### src/hdl/bmprgb_pkg.sv
// bmprgb_pkg: types, codes and constants shared by the bmp to rgb565 decoder
// used by the front parser, the item queue, the back formatter and the top level
`default_nettype none

package bmprgb_pkg;

  localparam int unsigned MaxDim = 256;
  localparam int unsigned DimW   = $clog2(MaxDim + 1);

  localparam int unsigned QDepth = 4;
  localparam int unsigned QPtrW  = $clog2(QDepth);
  localparam int unsigned QCntW  = $clog2(QDepth + 1);

  localparam logic [7:0]  SigB        = 8'h42;
  localparam logic [7:0]  SigM        = 8'h4D;
  localparam logic [31:0] InfoMinSize = 32'd40;
  localparam logic [15:0] Bpp24       = 16'd24;
  localparam logic [15:0] Bpp32       = 16'd32;
  localparam logic [31:0] DataStart   = 32'd54;

  typedef enum logic [5:0] {
    ST_FHDR = 6'b000001,
    ST_INFO = 6'b000010,
    ST_SKIP = 6'b000100,
    ST_DATA = 6'b001000,
    ST_PAD  = 6'b010000,
    ST_IDLE = 6'b100000
  } front_state_e;

  typedef enum logic [1:0] {
    RES_PIXEL = 2'd0,
    RES_DONE  = 2'd1,
    RES_ERROR = 2'd2
  } res_kind_e;

  typedef enum logic [2:0] {
    ERR_SHORT_FHDR = 3'd0,
    ERR_SIGNATURE  = 3'd1,
    ERR_SHORT_INFO = 3'd2,
    ERR_INFO_SIZE  = 3'd3,
    ERR_BPP        = 3'd4,
    ERR_TOO_LARGE  = 3'd5,
    ERR_SEEK       = 3'd6,
    ERR_SHORT_DATA = 3'd7
  } err_e;

  typedef enum logic [1:0] {
    CMD_PIXEL      = 2'd0,
    CMD_DONE       = 2'd1,
    CMD_ERROR      = 2'd2,
    CMD_PIXEL_DONE = 2'd3
  } cmd_e;

  typedef struct packed {
    cmd_e        cmd;
    logic [7:0]  dest_row;
    logic [7:0]  dest_column;
    logic [23:0] bgr;
    logic        opaque;
    err_e        err;
    logic [8:0]  width;
    logic [8:0]  height;
    logic        has_mask;
  } q_entry_t;

endpackage

`default_nettype wire

### src/hdl/bmprgb_front.sv
// bmprgb_front: header parser and pixel byte collector, one byte per cycle while accept_i is high
// depends on bmprgb_pkg; pushes one queue entry per result-causing byte
`default_nettype none

module bmprgb_front (
  input  wire logic                  clk_i,
  input  wire logic                  rst_ni,
  input  wire logic                  accept_i,
  input  wire logic                  kind_i,
  input  wire logic [7:0]            data_byte_i,
  output logic                       push_o,
  output bmprgb_pkg::q_entry_t       entry_o
);

  localparam int unsigned DW = bmprgb_pkg::DimW;

  bmprgb_pkg::front_state_e state_q, state_d;
  logic [31:0]   pos_q, pos_d;
  logic [31:0]   hdr_q, hdr_d;
  logic [31:0]   width_q, width_d;
  logic [31:0]   height_q, height_d;
  logic [15:0]   bpp_q, bpp_d;
  logic [31:0]   offset_q, offset_d;
  logic [DW-1:0] row_q, row_d;
  logic [DW-1:0] col_q, col_d;
  logic [1:0]    idx_q, idx_d;
  logic [23:0]   pix_q, pix_d;
  logic [1:0]    pad_q, pad_d;
  logic          sig_q, sig_d;

  logic          go_data;
  logic          is32;
  logic [1:0]    last_idx;
  logic [31:0]   pos_inc;
  logic [DW-1:0] col_inc;
  logic [DW-1:0] row_inc;

  assign is32     = (bpp_q == bmprgb_pkg::Bpp32);
  assign last_idx = is32 ? 2'd3 : 2'd2;
  assign pos_inc  = pos_q + 32'd1;
  assign col_inc  = col_q + DW'(1);
  assign row_inc  = row_q + DW'(1);

  always_comb begin
    state_d  = state_q;
    pos_d    = pos_q;
    hdr_d    = hdr_q;
    width_d  = width_q;
    height_d = height_q;
    bpp_d    = bpp_q;
    offset_d = offset_q;
    row_d    = row_q;
    col_d    = col_q;
    idx_d    = idx_q;
    pix_d    = pix_q;
    pad_d    = pad_q;
    sig_d    = sig_q;
    go_data  = 1'b0;
    push_o   = 1'b0;
    entry_o  = '0;

    if (accept_i) begin
      if (kind_i) begin
        // end of file: report by phase unless idle, then rearm
        push_o      = (state_q != bmprgb_pkg::ST_IDLE);
        entry_o.cmd = bmprgb_pkg::CMD_ERROR;
        unique case (state_q)
          bmprgb_pkg::ST_FHDR: entry_o.err = bmprgb_pkg::ERR_SHORT_FHDR;
          bmprgb_pkg::ST_INFO: entry_o.err = bmprgb_pkg::ERR_SHORT_INFO;
          bmprgb_pkg::ST_SKIP: entry_o.err = bmprgb_pkg::ERR_SEEK;
          default:             entry_o.err = bmprgb_pkg::ERR_SHORT_DATA;
        endcase
        state_d  = bmprgb_pkg::ST_FHDR;
        pos_d    = '0;
        hdr_d    = '0;
        width_d  = '0;
        height_d = '0;
        bpp_d    = '0;
        offset_d = '0;
        row_d    = '0;
        col_d    = '0;
        idx_d    = '0;
        pix_d    = '0;
        pad_d    = '0;
        sig_d    = 1'b0;
      end else begin
        unique case (state_q)
          bmprgb_pkg::ST_FHDR: begin
            pos_d = pos_inc;
            if (pos_q == 32'd0) begin
              sig_d = (data_byte_i == bmprgb_pkg::SigB);
            end else if (pos_q == 32'd1) begin
              sig_d = sig_q && (data_byte_i == bmprgb_pkg::SigM);
            end
            unique case (pos_q[3:0])
              4'd10:   offset_d[7:0]   = data_byte_i;
              4'd11:   offset_d[15:8]  = data_byte_i;
              4'd12:   offset_d[23:16] = data_byte_i;
              4'd13:   offset_d[31:24] = data_byte_i;
              default: offset_d        = offset_q;
            endcase
            if (pos_q == 32'd13) begin
              if (!sig_q) begin
                push_o      = 1'b1;
                entry_o.cmd = bmprgb_pkg::CMD_ERROR;
                entry_o.err = bmprgb_pkg::ERR_SIGNATURE;
                state_d     = bmprgb_pkg::ST_IDLE;
              end else begin
                state_d = bmprgb_pkg::ST_INFO;
              end
            end
          end
          bmprgb_pkg::ST_INFO: begin
            pos_d = pos_inc;
            unique case (pos_q[5:0])
              6'd14:   hdr_d[7:0]      = data_byte_i;
              6'd15:   hdr_d[15:8]     = data_byte_i;
              6'd16:   hdr_d[23:16]    = data_byte_i;
              6'd17:   hdr_d[31:24]    = data_byte_i;
              6'd18:   width_d[7:0]    = data_byte_i;
              6'd19:   width_d[15:8]   = data_byte_i;
              6'd20:   width_d[23:16]  = data_byte_i;
              6'd21:   width_d[31:24]  = data_byte_i;
              6'd22:   height_d[7:0]   = data_byte_i;
              6'd23:   height_d[15:8]  = data_byte_i;
              6'd24:   height_d[23:16] = data_byte_i;
              6'd25:   height_d[31:24] = data_byte_i;
              6'd28:   bpp_d[7:0]      = data_byte_i;
              6'd29:   bpp_d[15:8]     = data_byte_i;
              default: hdr_d           = hdr_q;
            endcase
            if (pos_q == 32'd53) begin
              entry_o.cmd = bmprgb_pkg::CMD_ERROR;
              priority if (hdr_q < bmprgb_pkg::InfoMinSize) begin
                push_o      = 1'b1;
                entry_o.err = bmprgb_pkg::ERR_INFO_SIZE;
                state_d     = bmprgb_pkg::ST_IDLE;
              end else if (bpp_q != bmprgb_pkg::Bpp24 && bpp_q != bmprgb_pkg::Bpp32) begin
                push_o      = 1'b1;
                entry_o.err = bmprgb_pkg::ERR_BPP;
                state_d     = bmprgb_pkg::ST_IDLE;
              end else if (width_q > 32'(bmprgb_pkg::MaxDim) ||
                           height_q > 32'(bmprgb_pkg::MaxDim)) begin
                push_o      = 1'b1;
                entry_o.err = bmprgb_pkg::ERR_TOO_LARGE;
                state_d     = bmprgb_pkg::ST_IDLE;
              end else if (offset_q < bmprgb_pkg::DataStart) begin
                push_o      = 1'b1;
                entry_o.err = bmprgb_pkg::ERR_SEEK;
                state_d     = bmprgb_pkg::ST_IDLE;
              end else if (offset_q == bmprgb_pkg::DataStart) begin
                go_data = 1'b1;
              end else begin
                state_d = bmprgb_pkg::ST_SKIP;
              end
            end
          end
          bmprgb_pkg::ST_SKIP: begin
            pos_d = pos_inc;
            if (pos_inc == offset_q) begin
              go_data = 1'b1;
            end
          end
          bmprgb_pkg::ST_DATA: begin
            unique case (idx_q)
              2'd0:    pix_d[7:0]   = data_byte_i;
              2'd1:    pix_d[15:8]  = data_byte_i;
              2'd2:    pix_d[23:16] = data_byte_i;
              default: pix_d        = pix_q;
            endcase
            if (idx_q != last_idx) begin
              idx_d = idx_q + 2'd1;
            end else begin
              push_o              = 1'b1;
              entry_o.cmd         = bmprgb_pkg::CMD_PIXEL;
              entry_o.dest_row    = height_q[7:0] - 8'(row_q) - 8'd1;
              entry_o.dest_column = 8'(col_q);
              entry_o.bgr         = is32 ? pix_q : {data_byte_i, pix_q[15:0]};
              entry_o.opaque      = is32 && data_byte_i[7];
              entry_o.width       = width_q[8:0];
              entry_o.height      = height_q[8:0];
              entry_o.has_mask    = is32;
              idx_d               = '0;
              pix_d               = '0;
              if (col_inc >= width_q[DW-1:0]) begin
                col_d = '0;
                row_d = row_inc;
                if (row_inc >= height_q[DW-1:0]) begin
                  entry_o.cmd = bmprgb_pkg::CMD_PIXEL_DONE;
                  state_d     = bmprgb_pkg::ST_IDLE;
                end else if (!is32 && width_q[1:0] != 2'd0) begin
                  pad_d   = width_q[1:0];
                  state_d = bmprgb_pkg::ST_PAD;
                end
              end else begin
                col_d = col_inc;
              end
            end
          end
          bmprgb_pkg::ST_PAD: begin
            pad_d = pad_q - 2'd1;
            if (pad_q <= 2'd1) begin
              state_d = bmprgb_pkg::ST_DATA;
            end
          end
          default: begin
            state_d = state_q;
          end
        endcase

        if (go_data) begin
          row_d = '0;
          col_d = '0;
          idx_d = '0;
          pix_d = '0;
          if (width_q == 32'd0 || height_q == 32'd0) begin
            push_o           = 1'b1;
            entry_o.cmd      = bmprgb_pkg::CMD_DONE;
            entry_o.width    = width_q[8:0];
            entry_o.height   = height_q[8:0];
            entry_o.has_mask = is32;
            state_d          = bmprgb_pkg::ST_IDLE;
          end else begin
            state_d = bmprgb_pkg::ST_DATA;
          end
        end
      end
    end
  end

  always_ff @(posedge clk_i or negedge rst_ni) begin
    if (!rst_ni) begin
      state_q  <= bmprgb_pkg::ST_FHDR;
      pos_q    <= '0;
      hdr_q    <= '0;
      width_q  <= '0;
      height_q <= '0;
      bpp_q    <= '0;
      offset_q <= '0;
      row_q    <= '0;
      col_q    <= '0;
      idx_q    <= '0;
      pix_q    <= '0;
      pad_q    <= '0;
      sig_q    <= 1'b0;
    end else begin
      state_q  <= state_d;
      pos_q    <= pos_d;
      hdr_q    <= hdr_d;
      width_q  <= width_d;
      height_q <= height_d;
      bpp_q    <= bpp_d;
      offset_q <= offset_d;
      row_q    <= row_d;
      col_q    <= col_d;
      idx_q    <= idx_d;
      pix_q    <= pix_d;
      pad_q    <= pad_d;
      sig_q    <= sig_d;
    end
  end

endmodule

`default_nettype wire

### src/hdl/bmprgb_queue.sv
// bmprgb_queue: short item queue between the front parser and the back formatter
// depends on bmprgb_pkg for the entry type and depth
`default_nettype none

module bmprgb_queue (
  input  wire logic                  clk_i,
  input  wire logic                  rst_ni,
  input  wire logic                  push_i,
  input  wire bmprgb_pkg::q_entry_t  entry_i,
  input  wire logic                  pop_i,
  output logic                       full_o,
  output logic                       empty_o,
  output bmprgb_pkg::q_entry_t       head_o
);

  localparam int unsigned PW = bmprgb_pkg::QPtrW;
  localparam int unsigned CW = bmprgb_pkg::QCntW;

  bmprgb_pkg::q_entry_t mem_q [bmprgb_pkg::QDepth];
  logic [PW-1:0] wr_q, rd_q;
  logic [CW-1:0] cnt_q, cnt_d;
  logic          do_push, do_pop;

  assign full_o  = (cnt_q == CW'(bmprgb_pkg::QDepth));
  assign empty_o = (cnt_q == '0);
  assign head_o  = mem_q[rd_q];
  assign do_push = push_i && !full_o;
  assign do_pop  = pop_i && !empty_o;

  always_comb begin
    cnt_d = cnt_q;
    if (do_push && !do_pop) begin
      cnt_d = cnt_q + CW'(1);
    end else if (do_pop && !do_push) begin
      cnt_d = cnt_q - CW'(1);
    end
  end

  always_ff @(posedge clk_i or negedge rst_ni) begin
    if (!rst_ni) begin
      wr_q  <= '0;
      rd_q  <= '0;
      cnt_q <= '0;
    end else begin
      cnt_q <= cnt_d;
      if (do_push) begin
        wr_q <= wr_q + PW'(1);
      end
      if (do_pop) begin
        rd_q <= rd_q + PW'(1);
      end
    end
  end

  always_ff @(posedge clk_i) begin
    if (do_push) begin
      mem_q[wr_q] <= entry_i;
    end
  end

endmodule

`default_nettype wire

### src/hdl/bmprgb_back.sv
// bmprgb_back: output register, rgb565 packing and pixel/done split
// depends on bmprgb_pkg; pulls entries from bmprgb_queue
`default_nettype none

module bmprgb_back (
  input  wire logic                  clk_i,
  input  wire logic                  rst_ni,
  input  wire logic                  empty_i,
  input  wire bmprgb_pkg::q_entry_t  head_i,
  output logic                       pop_o,
  output logic                       out_valid_o,
  input  wire logic                  out_stall_i,
  output logic [1:0]                 result_kind_o,
  output logic [7:0]                 dest_row_o,
  output logic [7:0]                 dest_column_o,
  output logic [15:0]                color565_o,
  output logic                       opaque_o,
  output logic [2:0]                 error_code_o,
  output logic [8:0]                 image_width_o,
  output logic [8:0]                 image_height_o,
  output logic                       has_mask_o
);

  bmprgb_pkg::q_entry_t ent_q;
  logic valid_q;
  logic second_q;
  logic take;
  logic free;
  logic split;
  logic show_pixel;
  logic show_done;

  assign take  = valid_q && !out_stall_i;
  assign free  = !valid_q || take;
  assign split = take && (ent_q.cmd == bmprgb_pkg::CMD_PIXEL_DONE) && !second_q;
  assign pop_o = free && !split && !empty_i;

  always_ff @(posedge clk_i or negedge rst_ni) begin
    if (!rst_ni) begin
      valid_q  <= 1'b0;
      second_q <= 1'b0;
    end else if (free) begin
      if (split) begin
        second_q <= 1'b1;
      end else begin
        valid_q  <= !empty_i;
        second_q <= 1'b0;
      end
    end
  end

  always_ff @(posedge clk_i) begin
    if (pop_o) begin
      ent_q <= head_i;
    end
  end

  assign show_pixel = (ent_q.cmd == bmprgb_pkg::CMD_PIXEL) ||
                      (ent_q.cmd == bmprgb_pkg::CMD_PIXEL_DONE && !second_q);
  assign show_done  = (ent_q.cmd == bmprgb_pkg::CMD_DONE) ||
                      (ent_q.cmd == bmprgb_pkg::CMD_PIXEL_DONE && second_q);

  always_comb begin
    result_kind_o  = bmprgb_pkg::RES_ERROR;
    dest_row_o     = '0;
    dest_column_o  = '0;
    color565_o     = '0;
    opaque_o       = 1'b0;
    error_code_o   = '0;
    image_width_o  = '0;
    image_height_o = '0;
    has_mask_o     = 1'b0;
    priority if (show_pixel) begin
      result_kind_o = bmprgb_pkg::RES_PIXEL;
      dest_row_o    = ent_q.dest_row;
      dest_column_o = ent_q.dest_column;
      color565_o    = {ent_q.bgr[23:19], ent_q.bgr[15:10], ent_q.bgr[7:3]};
      opaque_o      = ent_q.opaque;
    end else if (show_done) begin
      result_kind_o  = bmprgb_pkg::RES_DONE;
      image_width_o  = ent_q.width;
      image_height_o = ent_q.height;
      has_mask_o     = ent_q.has_mask;
    end else begin
      error_code_o = ent_q.err;
    end
  end

  assign out_valid_o = valid_q;

endmodule

`default_nettype wire

### src/hdl/bmp_to_rgb565_stream_decoder.sv
// channel   dir  handshake             payload
// in        in   in_valid_i/in_stall_o kind_i, data_byte_i
// out       out  out_valid_o/out_stall_i result_kind_o .. has_mask_o
//
// one file byte accepted per cycle while the four-entry item queue has room
// a result passes through the item queue and then the output register after the byte that causes it;
// the last pixel gives two results, the pixel and then the done, from one queue entry
// in_stall_o is the queue full flag and does not depend on out_stall_i
// reset rearms the parser at the file header and empties queue and output
//
// top level of the bmp to rgb565 decoder: bmprgb_front, bmprgb_queue, bmprgb_back
// depends on bmprgb_pkg
`default_nettype none

module bmp_to_rgb565_stream_decoder (
  input  wire logic        clk_i,
  input  wire logic        rst_ni,
  input  wire logic        in_valid_i,
  output logic             in_stall_o,
  input  wire logic        kind_i,
  input  wire logic [7:0]  data_byte_i,
  output logic             out_valid_o,
  input  wire logic        out_stall_i,
  output logic [1:0]       result_kind_o,
  output logic [7:0]       dest_row_o,
  output logic [7:0]       dest_column_o,
  output logic [15:0]      color565_o,
  output logic             opaque_o,
  output logic [2:0]       error_code_o,
  output logic [8:0]       image_width_o,
  output logic [8:0]       image_height_o,
  output logic             has_mask_o
);

  logic                 accept;
  logic                 push;
  logic                 pop;
  logic                 full;
  logic                 empty;
  bmprgb_pkg::q_entry_t entry;
  bmprgb_pkg::q_entry_t head;

  assign in_stall_o = full;
  assign accept     = in_valid_i && !full;

  bmprgb_front u_front (
    .clk_i       (clk_i),
    .rst_ni      (rst_ni),
    .accept_i    (accept),
    .kind_i      (kind_i),
    .data_byte_i (data_byte_i),
    .push_o      (push),
    .entry_o     (entry)
  );

  bmprgb_queue u_queue (
    .clk_i   (clk_i),
    .rst_ni  (rst_ni),
    .push_i  (push),
    .entry_i (entry),
    .pop_i   (pop),
    .full_o  (full),
    .empty_o (empty),
    .head_o  (head)
  );

  bmprgb_back u_back (
    .clk_i          (clk_i),
    .rst_ni         (rst_ni),
    .empty_i        (empty),
    .head_i         (head),
    .pop_o          (pop),
    .out_valid_o    (out_valid_o),
    .out_stall_i    (out_stall_i),
    .result_kind_o  (result_kind_o),
    .dest_row_o     (dest_row_o),
    .dest_column_o  (dest_column_o),
    .color565_o     (color565_o),
    .opaque_o       (opaque_o),
    .error_code_o   (error_code_o),
    .image_width_o  (image_width_o),
    .image_height_o (image_height_o),
    .has_mask_o     (has_mask_o)
  );

endmodule

`default_nettype wire

### config.mk
export PLATFORM = sky130hd
export DESIGN_NAME = bmp_to_rgb565_stream_decoder
export DESIGN_NICKNAME = d
export VERILOG_FILES = /design/src/hdl/bmprgb_pkg.sv /design/src/hdl/bmprgb_front.sv /design/src/hdl/bmprgb_queue.sv /design/src/hdl/bmprgb_back.sv /design/src/hdl/bmp_to_rgb565_stream_decoder.sv
export SDC_FILE = /design/constraint.sdc
export NUM_CORES = 1
export LEC_CHECK = 0
export ABC_AREA = 1
export BUFFER_PORTS_ARGS = -buffer_cell sky130_fd_sc_hd__buf_2
export CAP_MARGIN = 5
export CELL_PAD_IN_SITES_DETAIL_PLACEMENT = 1
export CELL_PAD_IN_SITES_GLOBAL_PLACEMENT = 1
export CORE_AREA = 2 2 248 250
export CTS_CLUSTER_DIAMETER = 40
export DETAILED_ROUTE_END_ITERATION = 6
export DIE_AREA = 0 0 250 252
export GPL_ROUTABILITY_DRIVEN = 1
export GPL_TIMING_DRIVEN = 0
export PLACE_DENSITY_LB_ADDON = 0.1
export SLEW_MARGIN = 25
export SYNTH_ARGS = -nofsm -noshare
export SYNTH_HDL_FRONTEND = slang
export SYNTH_SLANG_ARGS = --single-unit
### constraint.sdc
create_clock -name clk_i -period 7.45 [get_ports clk_i]
set_clock_uncertainty 0.15 [all_clocks]
set_input_delay 1.49 -clock clk_i [delete_from_list [all_inputs] [get_ports clk_i]]
set_output_delay 1.49 -clock clk_i [all_outputs]
set_load 0.02 [all_outputs]
# Word level (Yosys, flattened, before mapping)
# Memories as Yosys holds them, arrays and structs flattened. A register that Yosys moved wholly into a read port is not among the register bits.
# Cells that the tools add are included.
# Widths: inputs -> output; s select.
# op_classes
order_cmp	7
n_bitwise	1
n_mux	150
n_eq_ne	55
addsub	11
n_reduce_logical	94
# op_table
op	n
$mux 32	10
$mux 8	23
$mux 9	14
$mux 24	5
$logic_not 32->1	3
$mux 6	16
$mux 19	5
$mux 41	2
$eq 6x5->1 const B	13
$reduce_and 3->1	23
$mux 65	1
$eq 32x6->1 const B	2
$gt 32x9->1 const B	2
$lt 32x6->1 const B	2
$mux 16	3
$reduce_bool 2->1	23
$mux 43	1
$mux 2	19
$mux 1	33
$mux 3	11
$add 32x1->32 const B	1
$eq 32x1->1 const B	1
$eq 32x32->1	1
$eq 32x4->1 const B	1
49 further kinds	103
# totals
ramBits	260
regBits	238
memories	1
elab_cells	352
out_inout_bits	59
# mem_list
name	words	width	read_ports	rd_ports_with_merged_regs	write_ports	line	text
u_queue.mem_q	4	65	1	1	1	bmprgb_queue.sv:19	bmprgb_pkg::q_entry_t mem_q [bmprgb_pkg::QDepth];

# Logic depth before layout (Yosys ltp)
# logic_depth
ltp_word	18
mapped_depth	26
ltp_nobuf	26

# Modules after synthesis
# Synthesis repeated with hierarchy kept, for this count alone.
# hier_totals
hier_cells	2970
hier_area_um2	26849.5
# by_module_without_submodules
mod	area_per_inst_um2	instances	cells_per_inst
bmprgb_front	13855.8	1	1955
bmprgb_queue	10671.5	1	819
bmprgb_back	2312.2	1	194
bmp_to_rgb565_stream_decoder	10.0	1	2

# Least setup slack after synthesis
# OpenSTA, ideal clock, no wires.
# synth_path
kind	input -> register
startpoint	input port out_stall_i
endpoint	register u_queue.cnt_q[1]
path_slack_ps	1841
setup_ps	125
path_buffers	0
path_stages	8
arrival_time_ps	5334
path_cell_list	nand2_1 nand2_1 nor2_1 inv_1 ha_1 inv_1 fa_1 mux2_2
# synth_via
elab_chain_cells	11
word_cells_on_any_way	14
# synth_lines
item	line	text
from (decl)	bmp_to_rgb565_stream_decoder.sv:23	input wire logic out_stall_i,
$logic_not 1->1 *	bmprgb_back.sv:33	assign take = valid_q && !out_stall_i;
$logic_and 1x1->1 *	bmprgb_back.sv:33	
$logic_and 1x1->1 (2 in series)	bmprgb_back.sv:35	assign split = take && (ent_q.cmd == bmprgb_pkg::CMD_PIXEL_DONE) && !second_q;
$logic_not 1->1	bmprgb_back.sv:36	assign pop_o = free && !split && !empty_i;
$logic_and 1x1->1 * (2 in series)	bmprgb_back.sv:36	
named net pop	bmp_to_rgb565_stream_decoder.sv:37	logic pop;
$logic_and 1x1->1 *	bmprgb_queue.sv:28	assign do_pop = pop_i && !empty_o;
$logic_not 1->1 *	bmprgb_queue.sv:32	if (do_push && !do_pop) begin
$logic_and 1x1->1 *	bmprgb_queue.sv:32	
$mux 3 *	bmprgb_queue.sv:32	
named net u_queue.cnt_d[1]	bmprgb_queue.sv:21	logic [CW-1:0] cnt_q, cnt_d;
to (signal assigned)	bmprgb_queue.sv:45	cnt_q <= cnt_d;
to (decl)	bmprgb_queue.sv:21	
# Mark *: on every way through the listed nets, which the timed path passes. The rest lies on a longest branch.
# A chain may end at the register's enable or synchronous reset.

# Worst setup path after layout
# layout_path
startpoint	register u_front.pos_q[0]
endpoint	memory u_queue.mem_q[2][1] (netlist name), enable pin
# layout_via
elab_chain_cells	12
word_cells_on_any_way	19
# layout_lines
item	line	text
from (decl)	bmprgb_front.sv:18	logic [31:0] pos_q, pos_d;
from (signal assigned)	bmprgb_front.sv:248	pos_q <= pos_d;
$add 32x1->32	bmprgb_front.sv:40	assign pos_inc = pos_q + 32'd1;
$eq 32x32->1	bmprgb_front.sv:160	if (pos_inc == offset_q) begin
$mux 1	bmprgb_front.sv:160	
$pmux 1 s2	bmprgb_front.sv:87	unique case (state_q)
$mux 1	bmprgb_front.sv:63	if (kind_i) begin
$mux 1	bmprgb_front.sv:62	if (accept_i) begin
$mux 1 *	bmprgb_front.sv:211	if (go_data) begin
$mux 1 *	bmprgb_front.sv:63	
$mux 1 *	bmprgb_front.sv:62	
$logic_and 1x1->1 *	bmprgb_queue.sv:27	assign do_push = push_i && !full_o;
$mux 1 *	bmprgb_queue.sv:56	if (do_push) begin
$mux 1 (not written as such) *	bmprgb_queue.sv:57	mem_q[wr_q] <= entry_i;
to (decl)	bmprgb_queue.sv:19	
# Every way passes the cells marked *; elsewhere a longest branch is shown, timed or not. The select of a mux whose other input is x is not followed.

==> impl_metrics.env <==
export IMPL_die_h_um=252
export IMPL_post_dp_cell_area_um2=25800
export IMPL_worst_pin_slew_ps=1040
export IMPL_power_w=0.0119
export IMPL_cts_htree_levels=3
export IMPL_worstPathMaxFanout=17
export IMPL_arrival_ps=5240
export IMPL_cts_root_buf="clkbuf_16"
export IMPL_synth_top_area_cell="edfxtp_1"
export IMPL_holdCritPathClass="flop to flop"
export IMPL_firstDrtPassIters=5
export IMPL_fillers=6925
export IMPL_die_x_um=250
export IMPL_p_per_area_nw_per_um2=411
export IMPL_pwr_share_seq=0.347
export IMPL_start_util=0.399
export IMPL_synth_common_cells="578 x nand2_1, 422 x nor2_1, 297 x o21ai_0"
export IMPL_crit_path_start_kind="flop"
export IMPL_yosysMostFrequentCell="nand2_1"
export IMPL_track_usage=0.242
export IMPL_netlist_area_um2=24000
export IMPL_p_int_w=0.00752
export IMPL_p_leak_nw=12.3
export IMPL_vias=19316
export IMPL_syn2layout_area_growth_pct=20.3
export IMPL_grt_ovfl_total=0
export IMPL_post_cts_buffers=0
export IMPL_drc=0
export IMPL_ys_types=53
export IMPL_status="finished, final reports clean"
export IMPL_core_area_um2=60100
export IMPL_setup_viol=0
export IMPL_antenna_found_initial=0
export IMPL_diodes=0
export IMPL_grt_pass1_vias=20733
export IMPL_drive_above_1_share=0.0972
export IMPL_whs_ps=327
export IMPL_end_kind="flop"
export IMPL_irDropWorstVdd_v=0.000210
export IMPL_synth_seq_cells=512
export IMPL_numCtsBuffers=88
export IMPL_pwr_share_comb=0.304
export IMPL_place_congestion=0.863
export IMPL_die_area_um2=63000
export IMPL_clock_fmax_mhz=197
export IMPL_drv_slew=0
export IMPL_cts_tree="built"
export IMPL_first_iter_violations=900
export IMPL_finalCritPeriodShare=0.680
export IMPL_final_area_um2=28900
export IMPL_portBuffers=70
export IMPL_critPathRequiredTime_ps=7620
export IMPL_synth_nets=2703
export IMPL_num_rows=90
export IMPL_period_needed_ps=5060
export IMPL_synth_main_ff_cell="edfxtp_1"
export IMPL_cts_sinks=512
export IMPL_postCtsResizedCells=0
export IMPL_fin_nets=2879
export IMPL_grt_pass1_wl_um=118000
export IMPL_multi_input_area_um2=8360
export IMPL_clkTransAtPathRegs_ps=50
export IMPL_crit_type="flop to flop"
export IMPL_finalHoldViolations=0
export IMPL_place_hpwl_um=53700
export IMPL_yosys_warnings=0
export IMPL_io_pins=72
export IMPL_switching_share=0.366
export IMPL_switching_power_w=0.00435
export IMPL_via_per_inst=5.25
export IMPL_synth_edf_count=285
export IMPL_wl_per_cell_um=20.5
export IMPL_setup_tns_ps=0
export IMPL_p_clk_frac=0.349
export IMPL_slew_headroom=0.305
export IMPL_syn_inst=2648
export IMPL_ys_seq_area_frac=0.593
export IMPL_routed_wl_um=75500
export IMPL_synth_top_area_frac=0.357
export IMPL_clk_latency_ps=630
export IMPL_async_reset_ff_frac=0.443
export IMPL_yosys_top_cells_area="edfxtp_1 36%, dfrtp_1 24%, nand2_1 9.0%"
export IMPL_postRouteAntennaNets=0
export IMPL_cts_buffer_depth=3
export IMPL_cts_hold_buf=0
export IMPL_register_area_um2=14200
export IMPL_cap_violations=0
export IMPL_grt_max_degree=90
export IMPL_syn_avg_cell_area_um2=9.06
export IMPL_grt_setup_unrepaired="no"
==> layout by cell type, fill, tap and decap left out, types with 7 or more instances in the layout <==
master / count
a21oi_1: 36
o21ai_1: 7
clkinv_2: 20
nor2_1: 417
bufinv_16: 10
dfrtp_1: 226
nand2_1: 578
edfxtp_1: 285
clkbuf_1: 90
o22ai_1: 82
xor2_1: 18
inv_1: 281
nand3_1: 135
nor3_1: 33
ha_1: 40
nor2_4: 8
buf_16: 13
clkbuf_16: 91
buf_2: 70
clkinvlp_4: 11
nand4_1: 43
o21ai_0: 297
==> per-layer routing <==
metal  wire [um]  GRT usage  share of wire  vias to the layer above
met3        2620     0.0333          0.035                      114
met2       38300      0.436           0.51                      347
met4        1740     0.0773          0.023                        0
met1       32900      0.299           0.44                     9630
met5           0          0              0                        -
li1            -          -              -                     9225
==> path summary, 6_finish.rpt <==
check	from	end	slack (ps)	depth (start not counted)
min in group asynchronous	rst_ni	u_front.offset_q[14]	690	1
worst min-delay path	u_front.pix_q[3]	u_front.pix_q[3]	330	2
worst min register to register	u_front.pix_q[3]	u_front.pix_q[3]	330	2
worst max-delay path	u_front.pos_q[0]	u_queue.mem_q[2][1]	2390	22
max in group asynchronous	rst_ni	u_front.row_q[5]	5540	2
worst max register to register	u_front.pos_q[0]	u_queue.mem_q[2][1]	2390	22
==> through the flow <==
step / setup WS (ps) / util / instances
floorplan: 1840 / - / 2648
detailed placement: 2360 / 0.429 / 3516
global route: 1970 / 0.480 / 3682
CTS: 2360 / 0.480 / 3682
finish: 2390 / 0.480 / 3682
global placement: -1130 / 0.421 / 3500
==> cell type report <==
class | instances | share of cell area
repair buffers | 86 | 0.0270
clock inverters | 59 | 0.0231
flip-flops and latches | 512 | 0.493
multi-input cells | 1759 | 0.290
inverters | 287 | 0.0373
clock buffers | 107 | 0.0831
plain buffers | 90 | 0.0125
well taps | 782 | 0.0339
==> power groups by stage <==
stage | clock [W] | sequential, W | combinational (W)
final | 0.00414 | 0.00412 | 0.00361
after global routing | 0.00433 | 0.00419 | 0.00403
after CTS | 0.00421 | 0.00412 | 0.00366
after detailed placement | 0 | 0.00416 | 0.00362
after global placement | 0 | 0.00417 | 0.00339
after floorplan | 0 | 0.00407 | 0.00228
==> critical path, cell delays in order (launching register included) <==
cell,delay [ps]
dfrtp_1,470
ha_1,330
nand3_2,230
inv_2,200
nand2_1,170
nor2_4,310
nand3_1,180
nand2_1,150
nand2_1,60
nand2_1,100
nand2_1,60
nor2_1,80
nand2_1,120
nor2_2,160
nand2_4,120
nand2_2,140
nand2_1,150
nand3_2,180
nand2_2,190
nor2_4,560
buf_16,230
buf_16,170
buf_16,170
==> flip-flops by register name, summed over array words and instances, names as in the netlist, 3 cells and up <==
name	flops
u_back.ent_q	57
u_front.bpp_q	16
u_front.col_q	9
u_front.hdr_q	29
u_front.height_q	32
u_front.offset_q	32
u_front.pix_q	16
u_front.pos_q	32
u_front.row_q	9
u_front.state_q	6
u_front.width_q	32
u_queue.cnt_q	3
u_queue.mem_q	228
==> logic make-up (layout without fill, tap and decap cells) <==
kind of cell	after synthesis	in the layout	synth area share
DFF	512	512	0.593
xor gates and xnor gates	22	22	0.00803
buffers and inverters	377	629	0.0600
AOI/OAI and AO/OA	443	443	0.0998
adders and majority gates	42	42	0.0225
muxes	1	1	0.000469
and+or+nand+nor	1251	1251	0.216
(Power assumes the default switching activity.)
